[config.mk]
export PLATFORM = sky130hd
export DESIGN_NAME = som_length_eom_deframer_unit_flat
export DESIGN_NICKNAME = d
export VERILOG_FILES = /design/src/hw/rtl/sld_pkg.sv /design/src/hw/rtl/sld_rx_if.sv /design/src/hw/rtl/sld_msg_if.sv /design/src/hw/rtl/sld_regs.sv /design/src/hw/rtl/sld_front.sv /design/src/hw/rtl/sld_queue.sv /design/src/hw/rtl/sld_back.sv /design/src/hw/rtl/som_length_eom_deframer_unit.sv /design/src/flat_wrapper.sv
export SDC_FILE = /design/constraint.sdc
export NUM_CORES = 1
export LEC_CHECK = 0
export BUFFER_PORTS_ARGS = -buffer_cell sky130_fd_sc_hd__buf_4
export CAP_MARGIN = 30
export CELL_PAD_IN_SITES_DETAIL_PLACEMENT = 0
export CELL_PAD_IN_SITES_GLOBAL_PLACEMENT = 1
export CORE_ASPECT_RATIO = 1.1
export CORE_UTILIZATION = 51
export DETAILED_ROUTE_END_ITERATION = 10
export PLACE_DENSITY = 0.87
export SYNTH_ARGS = -nofsm -noshare
export SYNTH_HDL_FRONTEND = slang
export SYNTH_HIERARCHICAL = 1
export SYNTH_SLANG_ARGS = --single-unit
[constraint.sdc]
create_clock -name clk_i -period 5.85 [get_ports clk_i]
set_input_delay 0.585 -clock clk_i [delete_from_list [all_inputs] [get_ports clk_i]]
set_output_delay 0.585 -clock clk_i [all_outputs]
set_load 0.05 [all_outputs]
[src/hw/rtl/sld_pkg.sv]
`timescale 1ns / 1ps
// Shared types and constants for the start-of-message deframer.
// No dependencies; sld_regs, sld_front, sld_queue, sld_back and the top level import this package.
package sld_pkg;

  // Filter modes as held in the filter_mode register; code 3 acts as pass-through.
  localparam logic [1:0] MODE_PASS = 2'd0;
  localparam logic [1:0] MODE_LEN  = 2'd1;
  localparam logic [1:0] MODE_END  = 2'd2;

  // Register map, word index = paddr[4:2]
  typedef enum logic [2:0] {
    REG_FILTER_MODE   = 3'd0,
    REG_START_PATTERN = 3'd1,
    REG_START_LENGTH  = 3'd2,
    REG_END_PATTERN   = 3'd3,
    REG_END_LENGTH    = 3'd4,
    REG_FRAME_LEN     = 3'd5
  } reg_idx_e;

  localparam int unsigned AddrWidth  = 5;
  localparam int unsigned QueueDepth = 4;

  typedef struct packed {
    logic [1:0]  filter_mode;
    logic [31:0] start_pattern;
    logic [2:0]  start_length;
    logic [31:0] end_pattern;
    logic [2:0]  end_length;
    logic [7:0]  frame_len;
  } cfg_t;

  // One queued emit command: 1..4 bytes taken from data, highest lane first.
  typedef struct packed {
    logic [31:0] data;
    logic [1:0]  top_idx;   // lane of the first byte, number of bytes minus one
    logic        last;      // msg_last on the lane 0 byte
  } cmd_t;

endpackage

[src/hw/rtl/sld_rx_if.sv]
`timescale 1ns / 1ps
// Received-byte stream channel: valid/ready handshake carrying rx_byte.
// No dependencies.
interface sld_rx_if;
  logic       valid;
  logic       ready;
  logic [7:0] rx_byte;

  modport source (output valid, output rx_byte, input ready);
  modport sink   (input valid, input rx_byte, output ready);
endinterface

[src/hw/rtl/sld_msg_if.sv]
`timescale 1ns / 1ps
// Message byte stream channel: valid/ready handshake carrying msg_byte, msg_last.
// No dependencies.
interface sld_msg_if;
  logic       valid;
  logic       ready;
  logic [7:0] msg_byte;
  logic       msg_last;

  modport source (output valid, output msg_byte, output msg_last, input ready);
  modport sink   (input valid, input msg_byte, input msg_last, output ready);
endinterface

[src/hw/rtl/sld_regs.sv]
`timescale 1ns / 1ps
// APB-style configuration register file for the deframer.
// Depends on sld_pkg.
module sld_regs (
  input  logic                           clk_i,
  input  logic                           rst_ni,
  input  logic                           psel,
  input  logic                           penable,
  input  logic                           pwrite,
  input  logic [sld_pkg::AddrWidth-1:0]  paddr,
  input  logic [31:0]                    pwdata,
  output logic [31:0]                    prdata,
  output logic                           pready,
  output sld_pkg::cfg_t                  cfg_o,
  output logic                           mode_wr_o
);
  import sld_pkg::*;

  cfg_t     cfg_q, cfg_d;
  logic     wr_en;
  reg_idx_e idx;

  assign pready = 1'b1;
  assign wr_en  = psel & penable & pwrite;
  assign idx    = reg_idx_e'(paddr[AddrWidth-1:2]);

  always_comb begin
    cfg_d     = cfg_q;
    mode_wr_o = 1'b0;
    if (wr_en) begin
      unique case (idx)
        REG_FILTER_MODE: begin
          cfg_d.filter_mode = pwdata[1:0];
          mode_wr_o         = 1'b1;
        end
        REG_START_PATTERN:  cfg_d.start_pattern  = pwdata;
        REG_START_LENGTH:   cfg_d.start_length   = pwdata[2:0];
        REG_END_PATTERN:    cfg_d.end_pattern    = pwdata;
        REG_END_LENGTH:     cfg_d.end_length     = pwdata[2:0];
        REG_FRAME_LEN:      cfg_d.frame_len      = pwdata[7:0];
        default: ;
      endcase
    end
  end

  always_comb begin
    unique case (idx)
      REG_FILTER_MODE:    prdata = {30'd0, cfg_q.filter_mode};
      REG_START_PATTERN:  prdata = cfg_q.start_pattern;
      REG_START_LENGTH:   prdata = {29'd0, cfg_q.start_length};
      REG_END_PATTERN:    prdata = cfg_q.end_pattern;
      REG_END_LENGTH:     prdata = {29'd0, cfg_q.end_length};
      REG_FRAME_LEN:      prdata = {24'd0, cfg_q.frame_len};
      default:            prdata = 32'd0;
    endcase
  end

  always_ff @(posedge clk_i or negedge rst_ni) begin
    if (!rst_ni) begin
      cfg_q.filter_mode   <= MODE_PASS;
      cfg_q.start_pattern <= 32'd0;
      cfg_q.start_length  <= 3'd1;
      cfg_q.end_pattern   <= 32'd0;
      cfg_q.end_length    <= 3'd1;
      cfg_q.frame_len     <= 8'd1;
    end else begin
      cfg_q <= cfg_d;
    end
  end

  assign cfg_o = cfg_q;

endmodule

[src/hw/rtl/sld_front.sv]
`timescale 1ns / 1ps
// Front end: accepts received bytes, tracks pattern history and message
// state, and turns each byte into zero or one emit command. Depends on sld_pkg.
module sld_front #(
  parameter int unsigned MAX_PATTERN_BYTES = 4
) (
  input  logic          clk_i,
  input  logic          rst_ni,
  input  sld_pkg::cfg_t cfg_i,
  input  logic          mode_wr_i,
  input  logic          in_valid_i,
  input  logic [7:0]    in_byte_i,
  output logic          in_ready_o,
  input  logic          q_full_i,
  output logic          push_o,
  output sld_pkg::cmd_t cmd_o
);
  import sld_pkg::*;

  localparam int unsigned Cap = (MAX_PATTERN_BYTES < 4) ? MAX_PATTERN_BYTES : 4;
  localparam int unsigned HW  = 8 * Cap;
  localparam int unsigned CW  = $clog2(Cap + 1);

  logic [HW-1:0]   hist_q, hist_d, hist_next;
  logic [HW+7:0]   hist_wide;
  logic [CW-1:0]   cnt_q, cnt_d, cnt_next;
  logic            in_msg_q, in_msg_d;
  logic [7:0]      mc_q, mc_d, mc_inc;
  logic [2:0]      sl, el;
  logic [7:0]      total;
  logic            accept, filt, start_hit, end_hit, last, short_msg;

  // Clamp a pattern length to 1..Cap
  function automatic logic [2:0] eff_len(input logic [2:0] n);
    logic [2:0] r;
    if (n == 3'd0) r = 3'd1;
    else if (n > 3'(Cap)) r = 3'(Cap);
    else r = n;
    return r;
  endfunction

  function automatic logic tail_hit(input logic [HW-1:0] h, input logic [CW-1:0] c,
                                    input logic [31:0] pat, input logic [2:0] n);
    logic ok;
    ok = ({{(8-CW){1'b0}}, c} >= {5'd0, n});
    for (int j = 0; j < Cap; j++) begin
      if (3'(j) < n && h[8*j +: 8] != pat[8*j +: 8]) ok = 1'b0;
    end
    return ok;
  endfunction

  assign sl        = eff_len(cfg_i.start_length);
  assign el        = eff_len(cfg_i.end_length);
  assign total     = (cfg_i.frame_len < {5'd0, sl}) ? {5'd0, sl} : cfg_i.frame_len;
  assign filt      = (cfg_i.filter_mode == MODE_LEN) || (cfg_i.filter_mode == MODE_END);
  assign hist_wide = {hist_q, in_byte_i};
  assign hist_next = hist_wide[HW-1:0];
  assign cnt_next  = (cnt_q == CW'(Cap)) ? cnt_q : cnt_q + 1'b1;
  assign mc_inc    = (mc_q == 8'hFF) ? mc_q : mc_q + 8'd1;
  assign start_hit = tail_hit(hist_next, cnt_next, cfg_i.start_pattern, sl);
  assign end_hit   = tail_hit(hist_next, cnt_next, cfg_i.end_pattern, el);
  assign short_msg = (cfg_i.filter_mode == MODE_LEN) && (total == {5'd0, sl});

  assign in_ready_o = !q_full_i;
  assign accept     = in_valid_i && in_ready_o;

  always_comb begin
    hist_d       = hist_q;
    cnt_d        = cnt_q;
    in_msg_d     = in_msg_q;
    mc_d         = mc_q;
    push_o       = 1'b0;
    last         = 1'b0;
    cmd_o.data   = {24'd0, in_byte_i};
    cmd_o.top_idx = 2'd0;
    cmd_o.last   = 1'b0;
    if (mode_wr_i) begin
      in_msg_d = 1'b0;
      cnt_d    = '0;
      mc_d     = 8'd0;
    end else if (accept) begin
      priority if (!filt) begin
        push_o = 1'b1;
      end else if (in_msg_q) begin
        mc_d = mc_inc;
        if (cfg_i.filter_mode == MODE_LEN) begin
          last = (mc_inc >= total);
        end else begin
          hist_d = hist_next;
          cnt_d  = cnt_next;
          last   = end_hit;
        end
        push_o     = 1'b1;
        cmd_o.last = last;
        if (last) begin
          in_msg_d = 1'b0;
          cnt_d    = '0;
          mc_d     = 8'd0;
        end
      end else begin
        hist_d = hist_next;
        cnt_d  = cnt_next;
        if (start_hit) begin
          push_o             = 1'b1;
          cmd_o.data         = 32'd0;
          cmd_o.data[HW-1:0] = hist_next;
          cmd_o.top_idx      = 2'(sl - 3'd1);
          cmd_o.last         = short_msg;
          cnt_d              = '0;
          in_msg_d           = !short_msg;
          mc_d               = short_msg ? 8'd0 : {5'd0, sl};
        end
      end
    end
  end

  always_ff @(posedge clk_i or negedge rst_ni) begin
    if (!rst_ni) begin
      hist_q   <= '0;
      cnt_q    <= '0;
      in_msg_q <= 1'b0;
      mc_q     <= 8'd0;
    end else begin
      hist_q   <= hist_d;
      cnt_q    <= cnt_d;
      in_msg_q <= in_msg_d;
      mc_q     <= mc_d;
    end
  end

endmodule

[src/hw/rtl/sld_queue.sv]
`timescale 1ns / 1ps
// Small command queue between the front and back ends.
// Depends on sld_pkg.
module sld_queue (
  input  logic          clk_i,
  input  logic          rst_ni,
  input  logic          push_i,
  input  sld_pkg::cmd_t cmd_i,
  output logic          full_o,
  input  logic          pop_i,
  output logic          empty_o,
  output sld_pkg::cmd_t cmd_o
);
  import sld_pkg::*;

  localparam int unsigned PW = $clog2(QueueDepth);

  cmd_t          mem_q [QueueDepth];
  logic [PW-1:0] wr_q, wr_d, rd_q, rd_d;
  logic [PW:0]   cnt_q, cnt_d;
  logic          do_push, do_pop;

  assign full_o  = (cnt_q == (PW+1)'(QueueDepth));
  assign empty_o = (cnt_q == '0);
  assign do_push = push_i && !full_o;
  assign do_pop  = pop_i && !empty_o;
  assign cmd_o   = mem_q[rd_q];

  always_comb begin
    wr_d  = do_push ? wr_q + 1'b1 : wr_q;
    rd_d  = do_pop  ? rd_q + 1'b1 : rd_q;
    cnt_d = cnt_q + (PW+1)'(do_push) - (PW+1)'(do_pop);
  end

  always_ff @(posedge clk_i) begin
    if (do_push) mem_q[wr_q] <= cmd_i;
  end

  always_ff @(posedge clk_i or negedge rst_ni) begin
    if (!rst_ni) begin
      wr_q  <= '0;
      rd_q  <= '0;
      cnt_q <= '0;
    end else begin
      wr_q  <= wr_d;
      rd_q  <= rd_d;
      cnt_q <= cnt_d;
    end
  end

endmodule

[src/hw/rtl/sld_back.sv]
`timescale 1ns / 1ps
// Back end: takes commands from the queue and emits their bytes one per
// transfer, highest lane first, from a held output register. Depends on sld_pkg.
module sld_back (
  input  logic          clk_i,
  input  logic          rst_ni,
  input  logic          q_empty_i,
  input  sld_pkg::cmd_t q_cmd_i,
  output logic          pop_o,
  output logic          out_valid_o,
  input  logic          out_ready_i,
  output logic [7:0]    out_byte_o,
  output logic          out_last_o
);
  import sld_pkg::*;

  cmd_t       cur_q, cur_d;
  logic [1:0] idx_q, idx_d;
  logic       vld_q, vld_d;
  logic       xfer, done;

  assign xfer  = vld_q && out_ready_i;
  assign done  = xfer && (idx_q == 2'd0);
  assign pop_o = (!vld_q || done) && !q_empty_i;

  always_comb begin
    cur_d = cur_q;
    idx_d = idx_q;
    vld_d = vld_q;
    if (pop_o) begin
      cur_d = q_cmd_i;
      idx_d = q_cmd_i.top_idx;
      vld_d = 1'b1;
    end else if (done) begin
      vld_d = 1'b0;
    end else if (xfer) begin
      idx_d = idx_q - 2'd1;
    end
  end

  always_ff @(posedge clk_i) begin
    cur_q <= cur_d;
  end

  always_ff @(posedge clk_i or negedge rst_ni) begin
    if (!rst_ni) begin
      idx_q <= 2'd0;
      vld_q <= 1'b0;
    end else begin
      idx_q <= idx_d;
      vld_q <= vld_d;
    end
  end

  assign out_valid_o = vld_q;
  assign out_byte_o  = cur_q.data[{idx_q, 3'b000} +: 8];
  assign out_last_o  = cur_q.last && (idx_q == 2'd0);

endmodule

[src/hw/rtl/som_length_eom_deframer_unit.sv]
`timescale 1ns / 1ps
// Deframer top level; depends on sld_pkg, sld_rx_if, sld_msg_if, sld_regs, sld_front,
// sld_queue, sld_back. An accepted byte is written into the command queue, then loaded
// into the output register, and transfers on msg from there. Throughput, while msg.ready
// is high: one byte per cycle; the 1..4 bytes of a start match go out one per cycle
// while a four-entry command queue holds later bytes; rx.ready drops when it is full.
// Reset (rst_ni low, async): idle, empty queue, registers at reset values.
module som_length_eom_deframer_unit #(
  parameter int unsigned MAX_PATTERN_BYTES = 4
) (
  input  logic                          clk_i,
  input  logic                          rst_ni,
  sld_rx_if.sink                        rx,
  sld_msg_if.source                     msg,
  input  logic                          psel,
  input  logic                          penable,
  input  logic                          pwrite,
  input  logic [sld_pkg::AddrWidth-1:0] paddr,
  input  logic [31:0]                   pwdata,
  output logic [31:0]                   prdata,
  output logic                          pready
);
  import sld_pkg::*;

  cfg_t cfg;
  cmd_t push_cmd, head_cmd;
  logic mode_wr, q_full, q_empty, push, pop;

  sld_regs u_regs (
    .clk_i, .rst_ni, .psel, .penable, .pwrite, .paddr, .pwdata, .prdata, .pready,
    .cfg_o     (cfg),
    .mode_wr_o (mode_wr)
  );

  sld_front #(.MAX_PATTERN_BYTES(MAX_PATTERN_BYTES)) u_front (
    .clk_i, .rst_ni,
    .cfg_i      (cfg),
    .mode_wr_i  (mode_wr),
    .in_valid_i (rx.valid),
    .in_byte_i  (rx.rx_byte),
    .in_ready_o (rx.ready),
    .q_full_i   (q_full),
    .push_o     (push),
    .cmd_o      (push_cmd)
  );

  sld_queue u_queue (
    .clk_i, .rst_ni,
    .push_i  (push),
    .cmd_i   (push_cmd),
    .full_o  (q_full),
    .pop_i   (pop),
    .empty_o (q_empty),
    .cmd_o   (head_cmd)
  );

  sld_back u_back (
    .clk_i, .rst_ni,
    .q_empty_i   (q_empty),
    .q_cmd_i     (head_cmd),
    .pop_o       (pop),
    .out_valid_o (msg.valid),
    .out_ready_i (msg.ready),
    .out_byte_o  (msg.msg_byte),
    .out_last_o  (msg.msg_last)
  );

endmodule
[src/flat_wrapper.sv]
// flat-port wrapper written by rule: the top's interface ports become plain ports
module som_length_eom_deframer_unit_flat import sld_pkg::*;
#(
  parameter int unsigned MAX_PATTERN_BYTES = 4
)
  (clk_i, rst_ni, psel, penable, pwrite, paddr, pwdata, prdata, pready, rx_valid, rx_rx_byte, rx_ready, msg_valid, msg_msg_byte, msg_msg_last, msg_ready);
  sld_rx_if rx_i ();
  sld_msg_if msg_i ();
  input  logic clk_i;
  input  logic rst_ni;
  input  logic psel;
  input  logic penable;
  input  logic pwrite;
  input  logic [sld_pkg::AddrWidth-1:0] paddr;
  input  logic [31:0] pwdata;
  output logic [31:0] prdata;
  output logic pready;
  input wire logic [$bits(rx_i.valid)-1:0] rx_valid;
  input wire logic [$bits(rx_i.rx_byte)-1:0] rx_rx_byte;
  output wire logic [$bits(rx_i.ready)-1:0] rx_ready;
  output wire logic [$bits(msg_i.valid)-1:0] msg_valid;
  output wire logic [$bits(msg_i.msg_byte)-1:0] msg_msg_byte;
  output wire logic [$bits(msg_i.msg_last)-1:0] msg_msg_last;
  input wire logic [$bits(msg_i.ready)-1:0] msg_ready;
  assign rx_i.valid = rx_valid;
  assign rx_i.rx_byte = rx_rx_byte;
  assign rx_ready = rx_i.ready;
  assign msg_valid = msg_i.valid;
  assign msg_msg_byte = msg_i.msg_byte;
  assign msg_msg_last = msg_i.msg_last;
  assign msg_i.ready = msg_ready;
  som_length_eom_deframer_unit #(.MAX_PATTERN_BYTES(MAX_PATTERN_BYTES)) u_core (.clk_i(clk_i), .rst_ni(rst_ni), .rx(rx_i), .msg(msg_i), .psel(psel), .penable(penable), .pwrite(pwrite), .paddr(paddr), .pwdata(pwdata), .prdata(prdata), .pready(pready));
endmodule
==> reports/metrics.cfg, run 1 <==
[layout]
drive_above_1_share_pct=27.1
regArea_sq_mm=0.00835
final_util_pct=60.1
fill_cells=1959
multiInputGateArea_sq_mm=0.00502
n_antenna_cell=0
final_cell_count_no_fill=1415
final_cell_mix=173 x edfxtp_1, 122 x dfrtp_1, 105 x buf_4
nNetsFinal=1120
syn2layout_area_growth_pct=14.5
final_common_cell=edfxtp_1

[sta]
rsz0062_at_grt=false
hold_viol=0
fmax_mhz=227
finalCritPeriodShare_pct=75.5
period_minus_slack_ns=4.41
worstMarginPinSlew_ns=0.936
slew_headroom_pct=37.2
worst_slack_ns=1.44
worst_clock_skew_ns=0.0268
setup_violations=0
fin_setup_tns_ns=0
slew_viol_final=0

[synthesis]
synth-main-ff-cell=edfxtp_1
synth_area_sq_mm=0.0139
syn_area_per_cell_sq_um=14.7
yosysUniqueCellTypes=70
netlist_instances=942
ys_seq_area_share_pct=60.2
yosys.area.top_type=edfxtp_1
synth_top_area_share_pct=37.4
synth.area.top_cells=edfxtp_1 37%, dfrtp_1 22%, mux4_2 6.0%, mux2_2 4.8%, mux2_1 2.6%
yosys_warnings=6
synth_nets=1022
synth-edff-count=173
async_reset_ff_share_pct=42.1
ys_ff_latch=299

[power]
swShare_pct=33.3
pwr-share-comb_pct=29.8
p_seq_share_pct=43.3
clockPowerShare_pct=26.8
p_switching_mw=2.49
power.internal_mw=4.98
irDropWorstVdd_mv=0.254
cellPowerDensity_mw_per_mm2=470
p_leak_nw=6.37

[status]
run_status=finished clean

[clock_tree]
cts_tree=built
post-cts-setup-buffer-count=0
clk_path_buf_depth=3
insertion_delay_ns=0.58
cts.sinks=299
cts_buffers=29
cts_htree_levels=1
clk_pin_slew_ns=0.06
cts-root-buf=clkbuf_16

[critical_path]
crit_path_start=u_core/u_front/cnt_q[0]$_DFFE_PN0P_
worstSetupPathType=flip-flop to flip-flop
r2r-start=u_core/u_front/cnt_q[0]$_DFFE_PN0P_
cp_data_arrival_time_ns=4.89
cp.required_ns=6.33
cp-start-kind=flip-flop
critical_path.max_fanout=9
end_kind=flip-flop

[min_path]
hp-class=input port to flip-flop
hold_start=pwdata[11]

[die]
start_util_pct=52.5
ios=96
dieHeight_um=175
num_rows=62
die_x_um=159
dieArea_sq_mm=0.0279
core_area_sq_mm=0.0265

[detailed_routing]
num_vias=8055
detail_route.iter0.violations=493
via_per_inst=5.69
wl_per_cell_um=21.0
dr.pass1.iters=5
drc=0
ant_nets=0
wirelength_um=29700

[global_routing]
grt_pass1_wl_um=46900
grt-ovfl-total=0
antenna_found_initial=0
grtUsageTotal_pct=21.8
grt_max_degree=70
grt_pass1_vias=8340

[placement]
io_buffers=92
place_congestion=0.831
pre_cts_slack_ns=1.57
dpl.cell_count=1358
place_hpwl_um=20200

[job]
drv_cap=0

-- sequential cells by signal (all words and copies together) (netlist names) --
signal                     flops
u_core/u_queue/mem_q         140
u_core/u_front/in_msg_q        1
u_core/u_queue/cnt_q           3
u_core/u_queue/rd_q            2
u_core/u_back/idx_q            2
u_core/u_queue/wr_q            2
u_core/u_back/out_valid_o      1
u_core/u_regs/cfg_o           80
u_core/u_front/hist_q         24
u_core/u_front/mc_q            8
u_core/u_front/cnt_q           3
u_core/u_back/cur_q           33
-- path summary, 6_finish.rpt --
check | end | slack, ns | cells past startpoint
hold / removal | u_core/u_regs/cfg_o[57]$_DFFE_PN0P_ | 0.24 | 2
setup / recovery | u_core/u_queue/cnt_q[2]$_DFF_PN0_ | 1.44 | 18
setup reg to reg | u_core/u_queue/cnt_q[2]$_DFF_PN0_ | 1.44 | 18
hold reg to reg | u_core/u_front/cnt_q[1]$_DFFE_PN0P_ | 0.53 | 2
max in group asynchronous | u_core/u_front/mc_q[6]$_DFFE_PN0P_ | 4.20 | 4
min in group asynchronous | u_core/u_regs/cfg_o[31]$_DFFE_PN0P_ | 0.35 | 2
-- logic make-up after synthesis --
group           count (synthesis)  synth area share, %
compound gates                121                 6.59
xor+xnor                       73                 4.61
fa+ha+maj                      28                 2.58
buf+inv                        98                 3.76
flops                         299                 60.2
mux                           144                 15.4
other cells                     1               0.0270
simple gates                  178                 6.92
-- cell usage after synthesis, types with 18 or more instances --
master	count
buf_4	18
xor2_1	41
mux2_1	32
mux2_2	59
a22o_1	28
ha_1	27
nand2_1	48
nor2_1	48
inv_1	55
o21ai_0	24
mux4_2	37
xnor2_1	32
dfrtp_1	123
edfxtp_1	173
-- routing by layer --
metal	part of all wire, %	wire length [um]	global-route usage, %
met1	44	13100	29.6
met2	48	14300	36.0
met3	4.4	1310	3.09
met4	3.1	921	7.89
met5	0	0	0
-- final cells by class --
cell class	count	share of cell area, %
flip-flops and latches	299	52.5
multi-input cells	545	31.6
repair buffers	108	5.24
clock buffers	34	4.68
well taps	352	2.77
clock inverters	20	1.83
inverters	57	1.35
-- power groups by stage --
stage | registers, mW | logic (mW) | clock network [mW]
detailed placement | 3.28 | 2.22 | 0
finish | 3.24 | 2.23 | 2.00
global placement | 3.24 | 2.17 | 0
CTS | 3.24 | 2.25 | 2.04
floorplan | 3.09 | 1.80 | 0
global route | 3.30 | 2.44 | 2.12
-- worst max-delay path, stage by stage (launching register included) --
cell      delay [ns]
dfrtp_1         0.43
inv_1           0.08
ha_1            0.17
nand2_1         0.07
xnor2_1         0.33
ha_1            0.19
nand2b_1        0.10
a21o_1          0.10
a21oi_1         0.07
nor3_2          0.42
o21ai_1         0.20
a211oi_1        0.79
nand2b_1        0.13
ha_1            0.32
inv_1           0.04
ha_1            0.18
fa_1            0.38
xnor2_1         0.20
xnor2_1         0.15
-- stage by stage --
stage | hold WS, ns | total power, mW | area (sq um)
final | 0.237 | 7.47 | 15900
after global routing | 0.222 | 7.86 | 15900
after CTS | 0.156 | 7.53 | 15900
after detailed placement | 0.506 | 5.50 | 14800
after global placement | 0.502 | 5.41 | 14800
after floorplan | 0.289 | 4.89 | 13900
-- what timing repair did --
| action | CTS | global route |
|---|---|---|
| hold buffers | 0 | 1 |
| resized for setup | 0 | 0 |
| hold endpoints to repair | 0 | 1 |
Power figures use the tool's default switching activity.
==> run 2, diff against run 1 <==
--- a/config.mk
+++ b/config.mk
@@ -5,12 +5,13 @@
 export SDC_FILE = /design/constraint.sdc
 export NUM_CORES = 1
 export LEC_CHECK = 0
+export ABC_AREA = 1
 export BUFFER_PORTS_ARGS = -buffer_cell sky130_fd_sc_hd__buf_4
 export CAP_MARGIN = 30
 export CELL_PAD_IN_SITES_DETAIL_PLACEMENT = 0
 export CELL_PAD_IN_SITES_GLOBAL_PLACEMENT = 1
 export CORE_ASPECT_RATIO = 1.1
-export CORE_UTILIZATION = 51
+export CORE_UTILIZATION = 47
 export DETAILED_ROUTE_END_ITERATION = 10
 export PLACE_DENSITY = 0.87
 export SYNTH_ARGS = -nofsm -noshare
==> constraint.sdc (replaced) <==
create_clock -name clk_i -period 4.2 [get_ports clk_i]
set_input_delay 0.42 -clock clk_i [delete_from_list [all_inputs] [get_ports clk_i]]
set_output_delay 0.42 -clock clk_i [all_outputs]
set_load 0.05 [all_outputs]
==> run 2 against run 1 <==
  * Sequential cell count is the same
  * Final cell count grew 52%
  * Maximum frequency grew 17%
  * Synthesized area grew 6.9%
  * First-iteration DRC count grew 62%
  * Register-to-register slack lost 1.0 ns
  * Worst hold slack lost 0.17 ns
  * Critical path type unchanged
  * Largest cell class unchanged
  * Largest power group unchanged
==> reports/metrics.cfg, run 2 <==
[power]
p_switching_mw=3.92  ; +57%
pwr-share-comb_pct=31.6  ; +1.8 points
clockPowerShare_pct=27.1  ; +0.3 points
swShare_pct=37.2  ; +3.8 points
p_leak_nw=7.49  ; +18%
p_seq_share_pct=41.3  ; -2.0 points
power.internal_mw=6.63  ; +33%
irDropWorstVdd_mv=0.297  ; +17%
p_total_mw=10.5  ; +41%
cellPowerDensity_mw_per_mm2=628  ; +34%

[detailed_routing]
detail_route.iter0.violations=800  ; +62%
wirelength_um=33500  ; +13%
wl_per_cell_um=15.6  ; -26%
via_per_inst=5.09  ; -11%
ant_nets=0  ; unchanged
dr.pass1.iters=5  ; unchanged
drc=0  ; unchanged
num_vias=10941  ; +36%

[critical_path]
end_kind=flip-flop
path_depth=19  ; +1
r2r-start=u_core/u_front/cnt_q[0]$_DFFE_PN0P_
critical_path.max_fanout=7  ; -2
r2r_slack_ns=0.44  ; -1.00 ns
crit_path_start=u_core/u_front/cnt_q[0]$_DFFE_PN0P_
crit_path_top_delay_cell=dfrtp_1
cp.required_ns=4.70  ; -1.63 ns
ff2ff_path_depth=19  ; +1
cp_data_arrival_time_ns=4.27  ; -0.62 ns
cp-start-kind=flip-flop
worstSetupPathType=flip-flop to flip-flop
path_cells=inv_1 -> ha_1 -> nand2_1 -> xor2_1 -> ha_1 -> o21ai_0 -> nand2_1 -> a21oi_1 -> nand3b_1 -> nor2_2 -> nand2_4 -> a211oi_1 -> nand2_1 -> ha_1 -> inv_1 -> ha_1 -> fa_1 -> nand3b_1 -> nand2_1
r2r-end=u_core/u_queue/cnt_q[2]$_DFF_PN0_
slowest_delay_ns=0.39  ; -0.40 ns
crit_family=adder cells
path_buf_inv=2  ; unchanged

[synthesis]
ys_ff_latch=299  ; unchanged
yosysMostFrequentCell=nand2_1
synth.area.top_cells=edfxtp_1 35%, dfrtp_1 21%, nand2_1 12%, o21ai_0 4.8%, inv_1 4.3%
yosys.area.top_type=edfxtp_1
async_reset_ff_share_pct=42.1  ; unchanged
synth-edff-count=173  ; unchanged
synth_nets=1718  ; +68%
yosys_warnings=6  ; unchanged
syn_area_per_cell_sq_um=9.06  ; -39%
netlist_instances=1638  ; +74%
synth_common_cells=492 x nand2_1, 173 x edfxtp_1, 168 x inv_1
ys_seq_area_share_pct=56.3  ; -3.9 points
synth_top_area_share_pct=35.0  ; -2.4 points
yosysUniqueCellTypes=52  ; -26%
synth-main-ff-cell=edfxtp_1
synth_area_sq_mm=0.0148  ; +6.9%

[die]
num_rows=67  ; +8.1%
die_x_um=171  ; +7.6%
ios=96  ; unchanged
dieArea_sq_mm=0.0323  ; +16%
dieHeight_um=188  ; +7.6%
core_area_sq_mm=0.0308  ; +16%
start_util_pct=48.2  ; -4.3 points

[placement]
dpl.cell_count=2092  ; +54%
place_congestion=0.872  ; +4.9%
io_buffers=92  ; unchanged
place_hpwl_um=23100  ; +14%

[layout]
nNetsFinal=1791  ; +60%
final_util_pct=54.5  ; -5.6 points
n_antenna_cell=0  ; unchanged
final_cell_count_no_fill=2149  ; +52%
syn2layout_area_growth_pct=13.1
largest-register=u_core/u_queue/mem_q
largest_reg_flops=140  ; unchanged
drive_above_1_share_pct=12.9  ; -14 points
final_common_cell=nand2_1
fill_cells=2787  ; +42%
final_cell_mix=492 x nand2_1, 173 x edfxtp_1, 168 x inv_1

[clock_tree]
post-cts-setup-buffer-count=0  ; unchanged
clk_path_buf_depth=3  ; unchanged
cts_tree=built
cts_buffers=30  ; +3.4%
cts-root-buf=clkbuf_16
cts.sinks=299  ; unchanged
cts_htree_levels=1  ; unchanged
clk_pin_slew_ns=0.06  ; about the same
insertion_delay_ns=0.57  ; about the same

[job]
drv_cap=0  ; unchanged

[sta]
fmax_mhz=266  ; +17%
hold_viol=0  ; unchanged
slew_viol_final=0  ; unchanged
worstMarginPinSlew_ns=0.967  ; +0.0308 ns
period_minus_slack_ns=3.76  ; -0.650 ns
fin_setup_tns_ns=0  ; unchanged
worst_clock_skew_ns=0.00998  ; -0.0168 ns
rsz0062_at_grt=false
setup_violations=0  ; unchanged
slew_headroom_pct=35.5  ; -1.7 points
finalCritPeriodShare_pct=89.6  ; +14 points
whs_ns=0.0693  ; -0.168 ns

[global_routing]
grtUsageTotal_pct=21.3  ; -0.50 points
antenna_found_initial=0  ; unchanged
grt-ovfl-total=0  ; unchanged
grt_pass1_wl_um=53900  ; +15%
grt_pass1_vias=10343  ; +24%
grt_max_degree=62  ; -11%

[status]
run_status=finished clean

[min_path]
min_path_cells=3  ; +1
hold_start=pwdata[8]
hp-class=input port to flip-flop
holdPathEnd=u_core/u_regs/cfg_o[19]$_DFFE_PN0P_

## run 2: cell count changes after synthesis, moves of 11 or more
| cell | previous run | this run |
|---|---|---|
| nor2_1 | 48 | 144 |
| nor3_1 | 11 | 26 |
| a22o_1 | 28 | 0 |
| mux2_2 | 59 | 0 |
| o21ai_1 | 3 | 49 |
| o21ai_0 | 24 | 142 |
| mux2_1 | 32 | 0 |
| nand2_1 | 48 | 492 |
| xor2_1 | 41 | 3 |
| nand2b_1 | 11 | 0 |
| inv_2 | 2 | 13 |
| inv_1 | 55 | 168 |
| mux4_2 | 37 | 0 |
| nand3_1 | 8 | 66 |
## run 2: logic make-up after synthesis
family	share of synthesized area, %
xor+xnor	2.42
buf+inv	8.06
flops	56.3
fa+ha+maj	2.41
simple gates	22.7
other cells	0.0253
compound gates	8.12
## run 2: cell type report
class                           count  area [sq um]  share of cell area, %
Clock buffer                       34           786                   4.68
Multi-Input combinational cell   1087          5310                   31.6
Sequential cell                   299          8350                   49.8
Inverter                          185           709                   4.23
Tap cell                          414           518                   3.09
Clock inverter                     22           298                   1.77
Timing Repair Buffer              108           813                   4.85
## run 2: timing repair
action,4_1_cts,5_1_grt
hold buffers,1,0
hold endpoints to repair,27,0
gates resized for setup,0,0
## run 2: metrics by stage
stage | setup slack [ns] | cell area [sq um]
final | 0.436 | 16800
after global routing | 0.0806 | 16800
after global placement | 0.559 | 15700
after floorplan | 0.0788 | 14800
after CTS | 0.439 | 16800
after detailed placement | 0.459 | 15700
## run 2: routing by layer
layer / GRT usage [%] / vias up / part of all wire, %
met3: 2.52 / 47 / 5.7
met5: 0 / - / 0
met4: 5.84 / 0 / 2.0
met2: 34.6 / 316 / 47
met1: 30.1 / 5130 / 45
li1: - / 5448 / -
## run 2: worst max path at each step
stage,slack (ns),to
after CTS,0.44,u_core/u_queue/cnt_q[2]$_DFF_PN0_
after detailed placement,0.46,u_core/u_queue/cnt_q[2]$_DFF_PN0_
after floorplan,0.08,u_core/u_queue/mem_q[0][0]$_DFFE_PP_
final,0.44,u_core/u_queue/cnt_q[2]$_DFF_PN0_
after global placement,0.56,u_core/u_queue/cnt_q[2]$_DFF_PN0_
after global routing,0.08,u_core/u_queue/cnt_q[2]$_DFF_PN0_
## run 2: power groups by stage
stage,Combinational [mW],Sequential [mW],Clock [mW]
5_1_grt,3.77,4.44,3.02
3_5_place_dp,3.33,4.41,0
2_1_floorplan,2.68,4.20,0
4_1_cts,3.35,4.36,2.92
6_report,3.33,4.36,2.86
3_3_place_gp,3.26,4.40,0
## run 2: worst register-to-register path, stage by stage (launching register included)
cell and delay, ns:
dfrtp_1 0.39, inv_1 0.11, ha_1 0.16, nand2_1 0.08
xor2_1 0.19, ha_1 0.29, o21ai_0 0.08, nand2_1 0.06
a21oi_1 0.07, nand3b_1 0.19, nor2_2 0.16, nand2_4 0.06
a211oi_1 0.38, nand2_1 0.30, ha_1 0.36, inv_1 0.04
ha_1 0.18, fa_1 0.38, nand3b_1 0.17, nand2_1 0.07
==> run 3, diff against run 2 <==
--- a/config.mk
+++ b/config.mk
@@ -13,6 +13,7 @@
 export CORE_ASPECT_RATIO = 1.1
 export CORE_UTILIZATION = 47
 export DETAILED_ROUTE_END_ITERATION = 10
+export GPL_TIMING_DRIVEN = 0
 export PLACE_DENSITY = 0.87
 export SYNTH_ARGS = -nofsm -noshare
 export SYNTH_HDL_FRONTEND = slang
==> run 3 against run 2 <==
  * Sequential power decreased by 2%
  * Clock skew increased by 0.016 ns
  * Routed wire length increased by 9.7%
  * Worst hold slack got worse by 0.0029 ns
  * Maximum frequency increased by 0.48%
  * Register-to-register slack improved by 0.02 ns
  * Final cell count increased by 2.7%
  * Sequential share of layout area decreased by 1.2 points
  * Sequential cell count unchanged
  * Final area increased by 2.5%
  * Die area unchanged
  * Via count increased by 2.0%
  * Largest cell class unchanged
  * Highest routed layer unchanged
==> reports/metrics.cfg, run 3 (synthesis results as in run 2) <==
[global_routing]
grt_pass1_vias=10936  ; +5.7%
antenna_found_initial=0  ; unchanged
grt_pass1_wl_um=58000  ; +7.7%
grtUsageTotal_pct=23.4  ; +2.1 points
grt-ovfl-total=0  ; unchanged
grt_max_degree=89  ; +44%

[die]
die_x_um=171  ; unchanged
dieArea_sq_mm=0.0323  ; unchanged
num_rows=67  ; unchanged
start_util_pct=48.2  ; unchanged
core_area_sq_mm=0.0308  ; unchanged
ios=96  ; unchanged
dieHeight_um=188  ; unchanged

[critical_path]
cp.required_ns=4.69  ; about the same
end_kind=flip-flop
critical_path.max_fanout=10  ; +3
crit_family=adder cells
cp-start-kind=flip-flop
path_buf_inv=3  ; +1
r2r_slack_ns=0.45  ; +0.02 ns
crit_path_top_delay_cell=dfrtp_1
cp_data_arrival_time_ns=4.24  ; -0.03 ns
path_cells=inv_1 -> nand2_1 -> inv_1 -> ha_1 -> o21ai_0 -> nand2_1 -> a21oi_1 -> nand3b_1 -> nor2_2 -> nand2_4 -> a211oi_2 -> nand2_2 -> ha_1 -> inv_1 -> ha_1 -> fa_1 -> nand3b_1 -> nand2_1
slowest_delay_ns=0.53  ; +0.14 ns
worstSetupPathType=flip-flop to flip-flop

[sta]
finalCritPeriodShare_pct=89.2  ; -0.43 points
fmax_mhz=267  ; +0.48%
worst_slack_ns=0.454  ; +0.0180 ns
period_minus_slack_ns=3.75  ; -0.0180 ns
setup_violations=0  ; unchanged
fin_setup_tns_ns=0  ; unchanged
hold_viol=0  ; unchanged
worst_clock_skew_ns=0.0259  ; +0.0159 ns
slew_headroom_pct=42.5  ; +6.9 points
worstMarginPinSlew_ns=0.854  ; -0.113 ns
rsz0062_at_grt=false
slew_viol_final=0  ; unchanged

[clock_tree]
cts_htree_levels=1  ; unchanged
cts-root-buf=clkbuf_16
post-cts-setup-buffer-count=0  ; unchanged
cts_buffers=30  ; unchanged
clk_path_buf_depth=3  ; unchanged
insertion_delay_ns=0.57  ; about the same
cts.sinks=299  ; unchanged
cts_tree=built
clk_pin_slew_ns=0.06  ; about the same

[detailed_routing]
num_vias=11160  ; +2.0%
ant_nets=0  ; unchanged
dr.pass1.iters=5  ; unchanged
detail_route.iter0.violations=852  ; +6.5%
wirelength_um=36800  ; +9.7%
drc=0  ; unchanged
wl_per_cell_um=16.7  ; +6.9%
via_per_inst=5.06  ; -0.63%

[job]
drv_cap=0  ; unchanged

[layout]
final_cell_mix=491 x nand2_1, 173 x edfxtp_1, 168 x inv_1
largest_reg_flops=140  ; unchanged
syn2layout_area_growth_pct=15.9
n_antenna_cell=0  ; unchanged
largest-register=u_core/u_queue/mem_q
multiInputGateArea_sq_mm=0.00533  ; +0.40%
drive_above_1_share_pct=14.3  ; +1.4 points
final_common_cell=nand2_1
fill_cells=2761  ; -0.93%
nNetsFinal=1848  ; +3.2%
regArea_sq_mm=0.00835  ; about the same

[power]
irDropWorstVdd_mv=0.273  ; -8.0%
p_leak_nw=7.71  ; +3.0%
cellPowerDensity_mw_per_mm2=620  ; -1.3%

[status]
run_status=finished clean

[placement]
place_hpwl_um=27000  ; +17%
pre_cts_slack_ns=0.188  ; -0.271 ns
io_buffers=91  ; -1.1%
place_congestion=0.865  ; -0.75%

[min_path]
hp-class=input port to flip-flop

==> run 3: changes by cell type in the layout (fill, tap and decap cells not counted), sizes merged <==
cell and delta:
buf +43, clkbuf +20, bufinv -2, inv -2, clkinv -1, clkinvlp -1
==> run 3: worst reg2reg max path, cell delays in order, from the launching register on <==
cell and delay [ns]:
dfrtp_1 0.53, inv_1 0.19, nand2_1 0.15, inv_1 0.11, ha_1 0.28, o21ai_0 0.08
nand2_1 0.06, a21oi_1 0.09, nand3b_1 0.18, nor2_2 0.16, nand2_4 0.13, a211oi_2 0.32
nand2_2 0.24, ha_1 0.34, inv_1 0.04, ha_1 0.19, fa_1 0.37, nand3b_1 0.17
nand2_1 0.07
==> run 3: metrics by stage <==
step                util (%)  instance area [sq um]  power [mW]  hold WS, ns  std cells
floorplan                  -                  14800        6.88        0.124       1638
global placement        52.1                  16000        7.92        0.474       2143
detailed placement      52.8                  16200        8.10        0.377       2149
CTS                     55.9                  17200        10.7       0.0472       2206
global route            55.9                  17200        11.3       0.0630       2206
finish                  55.9                  17200        10.7       0.0664       2206
==> run 3: timing repair <==
item	CTS	global route
gates resized for setup	0	2
hold buffers	1	0
endpoints found under the setup margin	0	21
endpoints found under the hold margin	36	0
==> run 3: path summary, 6_finish.rpt <==
kind,startpoint,end,depth (start not counted)
setup / recovery,u_core/u_regs/cfg_o[45]$_DFFE_PN0P_,u_core/u_queue/cnt_q[2]$_DFF_PN0_,18
hold / removal,pwdata[12],u_core/u_regs/cfg_o[23]$_DFFE_PN0P_,3
setup reg to reg,u_core/u_regs/cfg_o[45]$_DFFE_PN0P_,u_core/u_queue/cnt_q[2]$_DFF_PN0_,18
hold reg to reg,u_core/u_queue/rd_q[1]$_DFFE_PN0P_,u_core/u_queue/rd_q[1]$_DFFE_PN0P_,2
max in group asynchronous,rst_ni,u_core/u_regs/cfg_o[16]$_DFFE_PN0P_,3
min in group asynchronous,rst_ni,u_core/u_back/out_valid_o$_DFFE_PN0P_,2
==> run 3: power breakdown <==
part	internal [mW]	switching, mW
combinational	1.31	2.48
clock	1.50	1.10
sequential	3.84	0.431
total	6.65	4.01
==> run 3: area by class of cell <==
type / count / area share, %
flip-flops and latches: 299 / 48.6
multi-input cells: 1087 / 31.0
repair buffers: 98 / 4.97
clock buffers: 40 / 4.58
inverters: 185 / 4.12
well taps: 414 / 3.01
plain buffers: 67 / 2.83
clock inverters: 16 / 0.953
==> run 3: per-layer routing <==
layer | track usage, % | share of wire (%)
met3 | 2.84 | 5.3
met4 | 8.04 | 2.8
met2 | 38.8 | 48
met1 | 31.8 | 44
met5 | 0 | 0
